<file path="src/hw/rtl/sitda_pkg.sv">
// ----------------------------------------------------------------------------
// sitda_pkg
// Shared types and constants for the signed integer to decimal ASCII converter.
// ----------------------------------------------------------------------------
package sitda_pkg;

   // Binary magnitude and BCD sizes
   localparam int MAG_W       = 32;
   localparam int DIGITS      = 10;
   localparam int BCD_W       = 4 * DIGITS;
   localparam int CNT_W       = $clog2(DIGITS + 1);

   // Shift-and-add-3 conversion: binary bits handled per pipeline stage
   localparam int STEP_BITS   = 4;
   localparam int NUM_STAGES  = MAG_W / STEP_BITS;

   // ASCII codes
   localparam logic [7:0] CHAR_ZERO  = 8'h30;
   localparam logic [7:0] CHAR_MINUS = 8'h2D;

   // Payload carried through the conversion stages
   typedef struct packed {
      logic              neg;
      logic [BCD_W-1:0]  bcd;
      logic [MAG_W-1:0]  bin;
   } dab_type;

   // Payload after digit alignment: most significant digit in the top nibble
   typedef struct packed {
      logic              neg;
      logic [BCD_W-1:0]  digits;
      logic [CNT_W-1:0]  count;
   } aln_type;

endpackage

</file>
<file path="src/hw/rtl/sitda_dabble_stage.sv">
// ----------------------------------------------------------------------------
// sitda_dabble_stage
// One pipeline stage of the binary to BCD conversion: shifts STEP_BITS binary
// bits into the BCD accumulator, with the add-3 correction before each shift.
// ----------------------------------------------------------------------------
module sitda_dabble_stage
   import sitda_pkg::*;
(
   input  logic    clock,
   input  logic    reset,
   input  logic    advance,
   input  logic    in_valid,
   input  dab_type in_data,
   output logic    out_valid,
   output dab_type out_data
);

   logic    valid_ff;
   dab_type data_ff;
   dab_type data_in;

   // Shift-and-add-3 over this stage's bits
   always_comb begin
      data_in = in_data;
      for (int s = 0; s < STEP_BITS; s++) begin
         for (int d = 0; d < DIGITS; d++) begin
            if (data_in.bcd[4*d +: 4] >= 4'd5) begin
               data_in.bcd[4*d +: 4] = data_in.bcd[4*d +: 4] + 4'd3;
            end
         end
         {data_in.bcd, data_in.bin} = {data_in.bcd, data_in.bin} << 1;
      end
   end

   // Valid bit
   always_ff @(posedge clock) begin
      if (reset) begin
         valid_ff <= 1'b0;
      end else if (advance) begin
         valid_ff <= in_valid;
      end
   end

   // Payload
   always_ff @(posedge clock) begin
      if (advance) begin
         data_ff <= data_in;
      end
   end

   assign out_valid = valid_ff;
   assign out_data  = data_ff;

endmodule

</file>
<file path="src/hw/rtl/sitda_align.sv">
// ----------------------------------------------------------------------------
// sitda_align
// Counts the significant digits of the BCD value and shifts them so that the
// leading digit sits in the top nibble. Zero counts as one digit.
// ----------------------------------------------------------------------------
module sitda_align
   import sitda_pkg::*;
(
   input  logic    clock,
   input  logic    reset,
   input  logic    advance,
   input  logic    in_valid,
   input  dab_type in_data,
   output logic    out_valid,
   output aln_type out_data
);

   logic             valid_ff;
   aln_type          data_ff;
   aln_type          data_in;
   logic [CNT_W-1:0] shamt;

   // Highest nonzero digit gives the count
   always_comb begin
      data_in.neg   = in_data.neg;
      data_in.count = CNT_W'(1);
      for (int d = 1; d < DIGITS; d++) begin
         if (in_data.bcd[4*d +: 4] != 4'd0) begin
            data_in.count = CNT_W'(d + 1);
         end
      end
      shamt          = CNT_W'(DIGITS) - data_in.count;
      data_in.digits = in_data.bcd << {shamt, 2'b00};
   end

   // Valid bit
   always_ff @(posedge clock) begin
      if (reset) begin
         valid_ff <= 1'b0;
      end else if (advance) begin
         valid_ff <= in_valid;
      end
   end

   // Payload
   always_ff @(posedge clock) begin
      if (advance) begin
         data_ff <= data_in;
      end
   end

   assign out_valid = valid_ff;
   assign out_data  = data_ff;

endmodule

</file>
<file path="src/hw/rtl/sitda_serializer.sv">
// ----------------------------------------------------------------------------
// sitda_serializer
// Holds one aligned number and sends its text one character per response:
// the sign first when negative, then the digits from the most significant.
// ----------------------------------------------------------------------------
module sitda_serializer
   import sitda_pkg::*;
(
   input  logic       clock,
   input  logic       reset,
   input  logic       in_valid,
   input  aln_type    in_data,
   output logic       load,
   output logic       rsp_valid,
   input  logic       rsp_stall,
   output logic [7:0] rsp_character,
   output logic       rsp_last
);

   logic             ser_valid_ff, ser_valid_in;
   logic             ser_neg_ff, ser_neg_in;
   logic [BCD_W-1:0] ser_digits_ff, ser_digits_in;
   logic [CNT_W-1:0] ser_left_ff, ser_left_in;
   logic             rsp_accept;
   logic             final_char;

   assign rsp_accept = ser_valid_ff && !rsp_stall;
   assign final_char = !ser_neg_ff && (ser_left_ff == CNT_W'(1));
   // Take the next number when empty or when the final character goes out
   assign load       = in_valid && (!ser_valid_ff || (rsp_accept && final_char));

   // Next state
   always_comb begin
      ser_valid_in  = ser_valid_ff;
      ser_neg_in    = ser_neg_ff;
      ser_digits_in = ser_digits_ff;
      ser_left_in   = ser_left_ff;
      if (load) begin
         ser_valid_in  = 1'b1;
         ser_neg_in    = in_data.neg;
         ser_digits_in = in_data.digits;
         ser_left_in   = in_data.count;
      end else if (rsp_accept) begin
         if (ser_neg_ff) begin
            ser_neg_in = 1'b0;
         end else if (final_char) begin
            ser_valid_in = 1'b0;
         end else begin
            ser_digits_in = ser_digits_ff << 4;
            ser_left_in   = ser_left_ff - CNT_W'(1);
         end
      end
   end

   // Control
   always_ff @(posedge clock) begin
      if (reset) begin
         ser_valid_ff <= 1'b0;
      end else begin
         ser_valid_ff <= ser_valid_in;
      end
   end

   // Payload
   always_ff @(posedge clock) begin
      ser_neg_ff    <= ser_neg_in;
      ser_digits_ff <= ser_digits_in;
      ser_left_ff   <= ser_left_in;
   end

   // Character select
   assign rsp_valid     = ser_valid_ff;
   assign rsp_character = ser_neg_ff ? CHAR_MINUS
                                     : (CHAR_ZERO | {4'h0, ser_digits_ff[BCD_W-1 -: 4]});
   assign rsp_last      = final_char;

endmodule

</file>
<file path="src/hw/rtl/signed_int_to_decimal_ascii.sv">
// ----------------------------------------------------------------------------
// signed_int_to_decimal_ascii
// Converts a signed 32-bit integer to its decimal ASCII text, one character
// per response, most significant first, with last set on the final one.
// ----------------------------------------------------------------------------
// A request enters an input register that takes the magnitude, passes eight
// shift-and-add-3 stages of four bits each and an alignment stage, and then
// reaches the output serializer. The serializer sends one character per cycle
// while rsp_stall is low; a number's text has 1 to 11 characters ('-' plus up
// to ten digits). New requests are taken every cycle while the pipeline has
// room; the serializer's character rate sets the sustained throughput.
// Negative values start with '-', zero gives "0", and -2147483648 gives
// "-2147483648".
module signed_int_to_decimal_ascii
   import sitda_pkg::*;
(
   input  logic              clock,
   input  logic              reset,
   input  logic              req_valid,
   output logic              req_stall,
   input  logic signed [31:0] req_value,
   output logic              rsp_valid,
   input  logic              rsp_stall,
   output logic [7:0]        rsp_character,
   output logic              rsp_last
);

   logic                    stage_valid [0:NUM_STAGES];
   dab_type                 stage_data  [0:NUM_STAGES];
   logic                    in_valid_ff;
   dab_type                 in_data_ff;
   dab_type                 in_data_in;
   logic                    aln_valid;
   aln_type                 aln_data;
   logic                    ser_load;
   logic                    advance;

   // Pipeline moves when its last stage is empty or hands over to the serializer
   assign advance   = !aln_valid || ser_load;
   assign req_stall = !advance;

   // Input register: sign and magnitude
   always_comb begin
      in_data_in.neg = req_value[MAG_W-1];
      in_data_in.bin = req_value[MAG_W-1] ? (MAG_W'(0) - MAG_W'(req_value))
                                          : MAG_W'(req_value);
      in_data_in.bcd = '0;
   end

   always_ff @(posedge clock) begin
      if (reset) begin
         in_valid_ff <= 1'b0;
      end else if (advance) begin
         in_valid_ff <= req_valid;
      end
   end

   always_ff @(posedge clock) begin
      if (advance) begin
         in_data_ff <= in_data_in;
      end
   end

   assign stage_valid[0] = in_valid_ff;
   assign stage_data[0]  = in_data_ff;

   // Binary to BCD conversion stages
   for (genvar i = 0; i < NUM_STAGES; i++) begin : g_dabble
      sitda_dabble_stage u_stage (
         .clock     (clock),
         .reset     (reset),
         .advance   (advance),
         .in_valid  (stage_valid[i]),
         .in_data   (stage_data[i]),
         .out_valid (stage_valid[i+1]),
         .out_data  (stage_data[i+1])
      );
   end

   // Digit count and alignment
   sitda_align u_align (
      .clock     (clock),
      .reset     (reset),
      .advance   (advance),
      .in_valid  (stage_valid[NUM_STAGES]),
      .in_data   (stage_data[NUM_STAGES]),
      .out_valid (aln_valid),
      .out_data  (aln_data)
   );

   // Character output
   sitda_serializer u_serializer (
      .clock         (clock),
      .reset         (reset),
      .in_valid      (aln_valid),
      .in_data       (aln_data),
      .load          (ser_load),
      .rsp_valid     (rsp_valid),
      .rsp_stall     (rsp_stall),
      .rsp_character (rsp_character),
      .rsp_last      (rsp_last)
   );

   // A sign is never the final character
   a_minus_not_last: assert property (@(posedge clock) disable iff (reset)
      rsp_valid && (rsp_character == CHAR_MINUS) |-> !rsp_last)
      else $error("minus sign flagged as last");

   // The digit after a sign is a nonzero leading digit
   a_after_minus: assert property (@(posedge clock) disable iff (reset)
      rsp_valid && !rsp_stall && (rsp_character == CHAR_MINUS) |=>
      rsp_valid && (rsp_character != CHAR_ZERO) && (rsp_character != CHAR_MINUS))
      else $error("bad character after minus sign");

   // Requests are held back only when the alignment stage is occupied
   a_stall_cause: assert property (@(posedge clock) disable iff (reset)
      req_stall |-> aln_valid)
      else $error("request stalled with empty pipeline end");

endmodule

</file>
<file path="config.mk">
export PLATFORM = sky130hd
export DESIGN_NAME = signed_int_to_decimal_ascii
export DESIGN_NICKNAME = d
export VERILOG_FILES = /design/src/hw/rtl/sitda_pkg.sv /design/src/hw/rtl/sitda_dabble_stage.sv /design/src/hw/rtl/sitda_align.sv /design/src/hw/rtl/sitda_serializer.sv /design/src/hw/rtl/signed_int_to_decimal_ascii.sv
export SDC_FILE = /design/constraint.sdc
export NUM_CORES = 1
export LEC_CHECK = 0
export BUFFER_PORTS_ARGS = -buffer_cell sky130_fd_sc_hd__buf_2
export CORE_ASPECT_RATIO = 1.2
export CORE_MARGIN = 3
export CORE_UTILIZATION = 60
export DETAILED_ROUTE_END_ITERATION = 8
export PLACE_DENSITY = 0.76
export SYNTH_ARGS = -nofsm -noshare
export SYNTH_HDL_FRONTEND = slang
export SYNTH_SLANG_ARGS = --single-unit
</file>
<file path="constraint.sdc">
create_clock -name clock -period 17.4 [get_ports clock]
set_input_delay 1.74 -clock clock [delete_from_list [all_inputs] [get_ports clock]]
set_output_delay 1.74 -clock clock [all_outputs]
set_load 0.02 [all_outputs]
</file>
* After elaboration in Yosys (flattened, before gate mapping) *
Index checks and enable logic that the tools add are counted.

word-level totals
  register bits = 534
  input port bits = 36
  output and inout bits = 11

cells by class
  add/sub/neg operators = 268
  magnitude comparators = 265
  equality and inequality tests = 3
  shift-type cells = 1
  muxes and demuxes = 290
  reduce and logical (&&, ||, !) cells = 24

operator list
  operator                 count
  $ge A4 B3 Y1 const B     255
  $mux W4                  248
  $add A4 B2 Y4 const B    234
  $mux W40                 4
  $mux W3                  26
  $add A3 B2 Y3 const B    21
  $shl A40 B6 Y40          1
  $reduce_bool A4 Y1       9
  $sub A1 B32 Y32 const A  1
  $mux W31                 1
  $add A1 B2 Y3 const B    8
  $ge A1 B3 Y1 const B     8
  $mux W1                  8
  $add A1 B2 Y3 const AB   2
  $ge A1 B3 Y1 const AB    2
  $reduce_and A3 Y1        2
  $logic_not A1 Y1         5
  $mux W5                  1
  $eq A4 B1 Y1 const B     1
  $logic_and A1 B1 Y1      4
  $mux W2                  2
  $ne A2 B2 Y1 const B     2
  $reduce_bool A2 Y1       2
  $sub A4 B1 Y4 const B    1
  other kinds (2)          3

* Logic depth before layout (Yosys ltp) *
Gate-level depths: netlist of the first run.

  word-level depth = 12
  depth in mapped cells = 20
  depth with buffers taken out = 18

* By module *
From an unflattened synthesis of the first run, not the netlist that was laid out.

unflattened totals
  cells, all modules = 7556
  area, all modules = 65903.2 sq um

modules (own cells, without submodules)
  module                       instances  cells each  area each (sq um)  seq. area each (sq um)
  sitda_dabble_stage           8          875         7335.8             2092.0
  sitda_align                  1          291         3146.8             1371.3
  sitda_serializer             1          126         2245.9             1371.3
  signed_int_to_decimal_ascii  1          139         1824.2             1011.0

* Least setup slack after synthesis of the first run *
Ideal clock, no wire load.

  kind = input to register
  start = input rsp_stall
  end = register u_align.valid_ff (netlist: u_align.out_valid)
  data arrival time = 13.148 ns
  required time = 16.836 ns
  slack = 3.689 ns
  cell stages on the path = 4
  buffers on the path = 1
  path through = o21ai_1 -> or2_2 -> clkbuf_1 -> a21oi_1

between the ends
  word-level cells in the longest chain between the ends = 6

ends and longest elaborated chain
  element               line                               RTL
  from (decl)           signed_int_to_decimal_ascii.sv:23  input logic rsp_stall,
  $logic_not A1 Y1      sitda_serializer.sv:27             assign rsp_accept = ser_valid_ff && !rsp_stall;
  $logic_and A1 B1 Y1   sitda_serializer.sv:27
  $logic_and A1 B1 Y1   sitda_serializer.sv:30             assign load = in_valid && (!ser_valid_ff || (rsp_accept && final_char));
  $logic_or A1 B1 Y1    sitda_serializer.sv:30
  $logic_and A1 B1 Y1   sitda_serializer.sv:30
  $logic_or A1 B1 Y1    signed_int_to_decimal_ascii.sv:39  assign advance = !aln_valid || ser_load;
  to (signal assigned)  sitda_align.sv:41                  valid_ff <= in_valid;
  to (decl)             sitda_align.sv:18                  logic valid_ff;

Every way passes these cells.
A chain may end at the register's enable or synchronous reset.

* Final worst setup path of the first run *
  start = input rsp_stall
  end = output req_stall

between the ends
  word-level cells in the longest chain between the ends = 7

ends and longest elaborated chain
  element              line                               RTL
  $logic_not A1 Y1     sitda_serializer.sv:27
  $logic_and A1 B1 Y1  sitda_serializer.sv:27
  $logic_and A1 B1 Y1  sitda_serializer.sv:30
  $logic_or A1 B1 Y1   sitda_serializer.sv:30
  $logic_and A1 B1 Y1  sitda_serializer.sv:30
  $logic_or A1 B1 Y1   signed_int_to_decimal_ascii.sv:39
  $logic_not A1 Y1     signed_int_to_decimal_ascii.sv:40  assign req_stall = !advance;
  to (decl)            signed_int_to_decimal_ascii.sv:20  output logic req_stall,

Every way passes these cells.

==> impl_results.md, run 1 <==
* RSZ-0062 raised after global routing: false
* # rows at 92
* Relative slew slack at 22.0%
* Post-synth ARST share at 0%
* Initial DRC count at 1674
* Setup TNS at 0 ns
* Synth area leaders: edfxtp_1, ha_1, a21oi_1
* Critical Path RT at 15.66 ns
* Routed WL per cell at 14.9 microns
* Total GRT Usage at 21.2%
* Status: finished clean
* # resized after CTS at 0
* Share of the clock period used by the worst path at 31.4%
* Initial antenna violation count at 0
* Clock-pin transition on the worst setup and hold timing paths at 0.06 ns
* RD Place Congestion at 0.874
* H-tree level count at 2
* Top-area cell type share of the netlist area at 40.1%
* CTS buffer count at 47
* Fmax at 183 MHz
* Count leader, synth: edfxtp_1
* DRC at 0
* Buf/Inv on CP at 3
* Final net count at 3545
* Crit path max fanout at 60
* # Max-Cap Violations at 0
* Share of layout cells above drive strength 1 at 8.76%
* Die Y at 259 microns
* Post-Syn Area at 0.0320 sq mm
* Post-CTS setup buffer count at 0
* CTS Hold Buffers Added at 0
* Leading area contributor after synthesis: edfxtp_1
* Worst skew pair latency at 0.59 ns
* Synthesis-stage register bit count at 439
* EDFF count, synth at 428
* Hold crit path type: reg -> reg
* Syn_area_per_cell at 9.49 sq um
* Vias at 25229
* # IOs at 47
* Post-synthesis sequential area ratio at 40.8%
* CP peak stage delay at 0.74 ns
* Synth Flop Type: edfxtp_1
* Initial Utilization at 60.8%
* Worst-path cell chain: buf_2 -> o21ai_1 -> or2_4 -> clkinv_1 -> buf_2
* Number of global-route vias before repair at 23869
* Die Span X at 217 microns
* Post-synthesis cell count at 3376
* Endpoint class of the critical path: primary output
* Slew Viols, Final at 0
* Core area at 0.0527 sq mm
* Sink Count at 439
* First-pass GRT wire length at 104000 microns
* CTS tree: yes
* CTS Buffer Depth at 3
* Total gr overflow at 0
* Drt total wl at 61300 microns
* Final setup violation count at 0
* Die ar. at 0.0562 sq mm
* Most common library cells after synthesis: edfxtp_1, a21oi_1, o21ai_0, nand2_1, nor2_1
* CP top delay family: buffers and inverters
* Synth warn at 0
* WS Path Type: in -> out
* Min Tclk post-route at 5.46 ns
* CTS root buf: clkbuf_16
* Largest net degree at the start of global routing at 179
* Slowest-stage cell, CP: or2_4
* Hold Vio Cnt, Final at 0
* Unique masters post-synth at 89
* CP arrival at 3.72 ns
* Worst setup SP type: input pin
* Drt first pass iters at 6
* ANT cells at 0
* HPWL after DPL at 43500 microns
* Top cell by count, worst path: buf_2
* P&R area growth vs syn at 7.68%
* Vias per cell at 6.15
* Count of input and output buffers at 43
* Antenna viol nets, final at 0
* Worst slew pin tran at 1.16 ns
* Worst Skew at 0.0292 ns
==> registers in the layout, indices dropped and copies added, names as in the netlist <==
register / flops
g_dabble.u_stage.out_data: 305
u_serializer.ser_digits_ff: 40
u_align.out_valid: 1
g_dabble.u_stage.out_valid: 8
u_serializer.rsp_valid: 1
u_serializer.ser_neg_ff: 1
u_align.out_data: 45
in_valid_ff: 1
u_serializer.ser_left_ff: 4
in_data_ff: 33
==> worst paths after layout <==
kind                                              start                                    endpoint  slack, ns  cells after the start
min          g_dabble[1].u_stage.out_data[20]$_DFFE_PN_  g_dabble[2].u_stage.out_data[24]$_DFFE_PN_       0.41                      0
max reg2reg  g_dabble[2].u_stage.out_data[32]$_DFFE_PN_  g_dabble[3].u_stage.out_data[37]$_DFFE_PN_      12.60                     13
min reg2reg  g_dabble[1].u_stage.out_data[20]$_DFFE_PN_  g_dabble[2].u_stage.out_data[24]$_DFFE_PN_       0.41                      0
max                                           rsp_stall                                   req_stall      11.94                      5
==> layout by cell type, fill, tap and decap left out, types with 49 or more instances in the layout <==
cell and instances:
edfxtp_1 428, a21oi_1 307, o21ai_0 296, nand2_1 259, nor2_1 229, inv_1 190
xnor2_1 165, ha_1 148, mux2i_1 122, mux2_2 114, a31oi_1 94, nand2b_1 81
nand3_1 52, a211oi_1 49, clkbuf_16 49
==> cell type report <==
type,instances,area (sq um)
fillers,4195,18200
multi-input cells,2630,17800
flip-flops and latches,439,13100
clock buffers,64,1330
well taps,705,882
inverters,191,717
clock inverters,24,383
repair buffers,52,295
==> cells by family (layout without fill, tap and decap cells) <==
group / Yosys count / after routing / synth area share (%)
xor+xnor: 192 / 192 / 5.30
mux: 238 / 238 / 7.89
buf+inv: 308 / 331 / 3.68
simple gates: 894 / 894 / 13.7
compound gates: 1154 / 1154 / 22.8
other cells: 2 / 3 / 0.0234
flops: 439 / 439 / 40.8
fa+ha+maj: 149 / 149 / 5.81
==> metrics by stage <==
| stage | hold slack, ns | cell area [sq um] | std cells | setup slack, ns | utilization [%] |
|---|---|---|---|---|---|
| 4_1_cts | 0.414 | 34500 | 4105 | 11.91 | 65.4 |
| 6_report | 0.412 | 34500 | 4105 | 11.94 | 65.4 |
| 5_1_grt | 0.423 | 34500 | 4105 | 11.62 | 65.4 |
| 3_5_place_dp | 0.405 | 32800 | 4017 | 11.92 | 62.2 |
| 3_3_place_gp | 0.401 | 32800 | 4017 | 12.06 | 62.2 |
| 2_1_floorplan | 0.400 | 32000 | 3377 | 3.69 | - |
==> layer usage <==
metal	vias to the layer above	track usage [%]	routed length [microns]
li1	12662	-	-
met4	0	6.54	1510
met5	-	0	0
met3	107	2.99	2020
met1	11988	23.6	24900
met2	472	41.2	32800
Power of run 1 is left out: the tool's default activity adds up to more than one toggle a clock period on the data nets, which glitch-free logic cannot reach.
==> run 2, diff against run 1 <==
CORE_UTILIZATION = 59   (was 60)
PLACE_DENSITY = 0.78   (was 0.76)
clock period = 4.57 ns   (was 17.4 ns; I/O delays follow)
==> run 2 against run 1 <==
Compared with the run above:
- cell count up 0.41%
- worst hold slack worse by 0.30 ns
- via count up 1.1%
- non-clock buffer count up 20
- core utilization down 0.15 points
- setup slack worse by 12 ns
- count of clock-buffer cells in the layout down 6
- wire length up 2.9%
- flip-flop and latch count unchanged
- final area up 0.43%
- highest routed layer unchanged
==> impl_results.md, run 2 (synthesis results as in run 1) <==
* Die Span X at 219 microns (+0.82%)
* Worst Skew at 0.0202 ns (-0.00908 ns)
* CP arrival at 4.51 ns (+0.79 ns)
* H-tree level count at 2 (unchanged)
* Slew Viols, Final at 0 (unchanged)
* Crit path max fanout at 8 (-87%)
* Share of layout cells above drive strength 1 at 9.34% (+0.57 points)
* Min-Delay Startpoint: req_value[0]
* Flop2flop setup slack at 0.38 ns (-12.22 ns)
* DRC at 0 (unchanged)
* Count of input and output buffers at 43 (unchanged)
* Vias at 25514 (+1.1%)
* Worst slew pin tran at 1.14 ns (-0.0238 ns)
* Setup TNS at 0 ns (unchanged)
* Worst hold path cell count at 1 (+1)
* Largest net degree at the start of global routing at 85 (-53%)
* # IOs at 47 (unchanged)
* CTS Hold Buffers Added at 0 (unchanged)
* Most frequent cells in the layout: edfxtp_1, a21oi_1, o21ai_0
* Antenna viol nets, final at 0 (unchanged)
* Worst hold endpoint: in_data_ff[0]$_DFFE_PN_
* ANT cells at 0 (unchanged)
* Sink Count at 439 (unchanged)
* Drt first pass iters at 6 (unchanged)
* Endpoint class of the critical path: flip-flop
* # Max-Cap Violations at 0 (unchanged)
* Worst reg2reg path depth at 16 (+3)
* Initial Utilization at 60.4% (-0.40 points)
* HPWL after DPL at 44600 microns (+2.7%)
* Hold Vio Cnt, Final at 0 (unchanged)
* CTS Buffer Depth at 3 (unchanged)
* Fmax at 239 MHz
* Drt total wl at 63000 microns (+2.9%)
* Die ar. at 0.0571 sq mm (+1.7%)
* Initial antenna violation count at 0 (unchanged)
* # rows at 92 (unchanged)
* Core area at 0.0531 sq mm (+0.65%)
* P&R area growth vs syn at 8.14%
* Initial DRC count at 1575 (-5.9%)
* Total GRT Usage at 21.6% (+0.41 points)
* Hold crit path type: in -> reg
* Leading cell type in the layout, fill and taps excluded: edfxtp_1
* Final setup violation count at 0 (unchanged)
* Clock-pin transition on the worst setup and hold timing paths at 0.06 ns (about the same)
* CTS buffer count at 47 (unchanged)
* Max reg flops at 305 (unchanged)
* RSZ-0062 raised after global routing: false
* Worst skew pair latency at 0.59 ns (about the same)
* Total gr overflow at 0 (unchanged)
* Share of the clock period used by the worst path at 91.7%
* Reg2reg start: g_dabble[3].u_stage.out_data[48]$_DFFE_PN_
* Routed WL per cell at 15.3 microns (+2.5%)
* Critical Path RT at 4.89 ns (-10.77 ns)
* Status: finished clean
* Relative slew slack at 23.6% (+1.6 points)
* Min Tclk post-route at 4.19 ns
* Worst setup SP type: flip-flop
* FF-to-FF End: g_dabble[4].u_stage.out_data[54]$_DFFE_PN_
* Vias per cell at 6.19 (+0.71%)
* WS Path Type: reg -> reg
* CTS root buf: clkbuf_16
* RD Place Congestion at 0.857 (-2.0%)
* Number of global-route vias before repair at 24283 (+1.7%)
* Final net count at 3565 (+0.56%)
* Die Y at 261 microns (+0.82%)
* First-pass GRT wire length at 107000 microns (+3.1%)
* CTS tree: yes
run 2: cell types whose count changed in the layout (fill, tap and decap cells not counted), moves of 2 or more:
cell / change
buf_4: +16
clkinv_2: +3
buf_12: +4
clkbuf_1: -2
clkbuf_8: -3
run 2: timing repair:
item | CTS | global route
resized for setup | 0 | 3
buffers inserted | 0 | 0
setup endpoints to repair | 0 | 4
run 2: final cells by class:
type                            count  area (sq um)
Fill cell                        4109         18400
Multi-Input combinational cell   2630         17800
Sequential cell                   439         13100
Clock buffer                       58          1260
Tap cell                          705           882
Inverter                          191           717
Timing Repair Buffer               72           495
Clock inverter                     27           393
run 2: worst max-delay path by stage:
stage,start,cells after the start,to
after floorplan,u_serializer.ser_left_ff[1]$_DFFE_PP_,7,g_dabble[0].u_stage.out_data[10]$_DFFE_PN_
after global placement,g_dabble[3].u_stage.out_data[48]$_DFFE_PN_,16,g_dabble[4].u_stage.out_data[54]$_DFFE_PN_
after detailed placement,g_dabble[3].u_stage.out_data[48]$_DFFE_PN_,16,g_dabble[4].u_stage.out_data[54]$_DFFE_PN_
after CTS,g_dabble[3].u_stage.out_data[48]$_DFFE_PN_,16,g_dabble[4].u_stage.out_data[54]$_DFFE_PN_
after global routing,g_dabble[0].u_stage.out_data[32]$_DFFE_PN_,16,g_dabble[1].u_stage.out_data[38]$_DFFE_PN_
final,g_dabble[3].u_stage.out_data[48]$_DFFE_PN_,16,g_dabble[4].u_stage.out_data[54]$_DFFE_PN_
run 2: layer usage:
metal | wire length, microns | track usage, %
met5 | 0 | 0
met4 | 1450 | 6.57
met3 | 2200 | 2.87
met2 | 33600 | 41.7
met1 | 25800 | 24.6
run 2: per-stage QoR:
step	util, %	cell area [sq um]	worst slack (ns)	hold slack, ns	cells
floorplan	-	32000	0.398	0.400	3377
global placement	62.1	33000	0.479	0.401	4037
detailed placement	62.1	33000	0.181	0.405	4037
CTS	65.3	34600	0.173	0.0792	4122
global route	65.3	34600	0.000419	0.0871	4122
finish	65.3	34600	0.381	0.115	4122
run 2: worst max-delay path: stages (launching register included):
cell	delay (ns)
edfxtp_1	0.45
ha_1	0.24
nand2b_1	0.17
a21oi_1	0.22
mux2i_2	0.43
o21ai_0	0.29
xnor2_2	0.38
nand2_1	0.11
ha_1	0.30
a21oi_1	0.16
a21boi_0	0.13
ha_1	0.27
nand2_1	0.06
a32o_1	0.12
a31oi_1	0.05
a2111oi_2	0.40
mux2i_1	0.14
Power of run 2 is left out for the same reason.
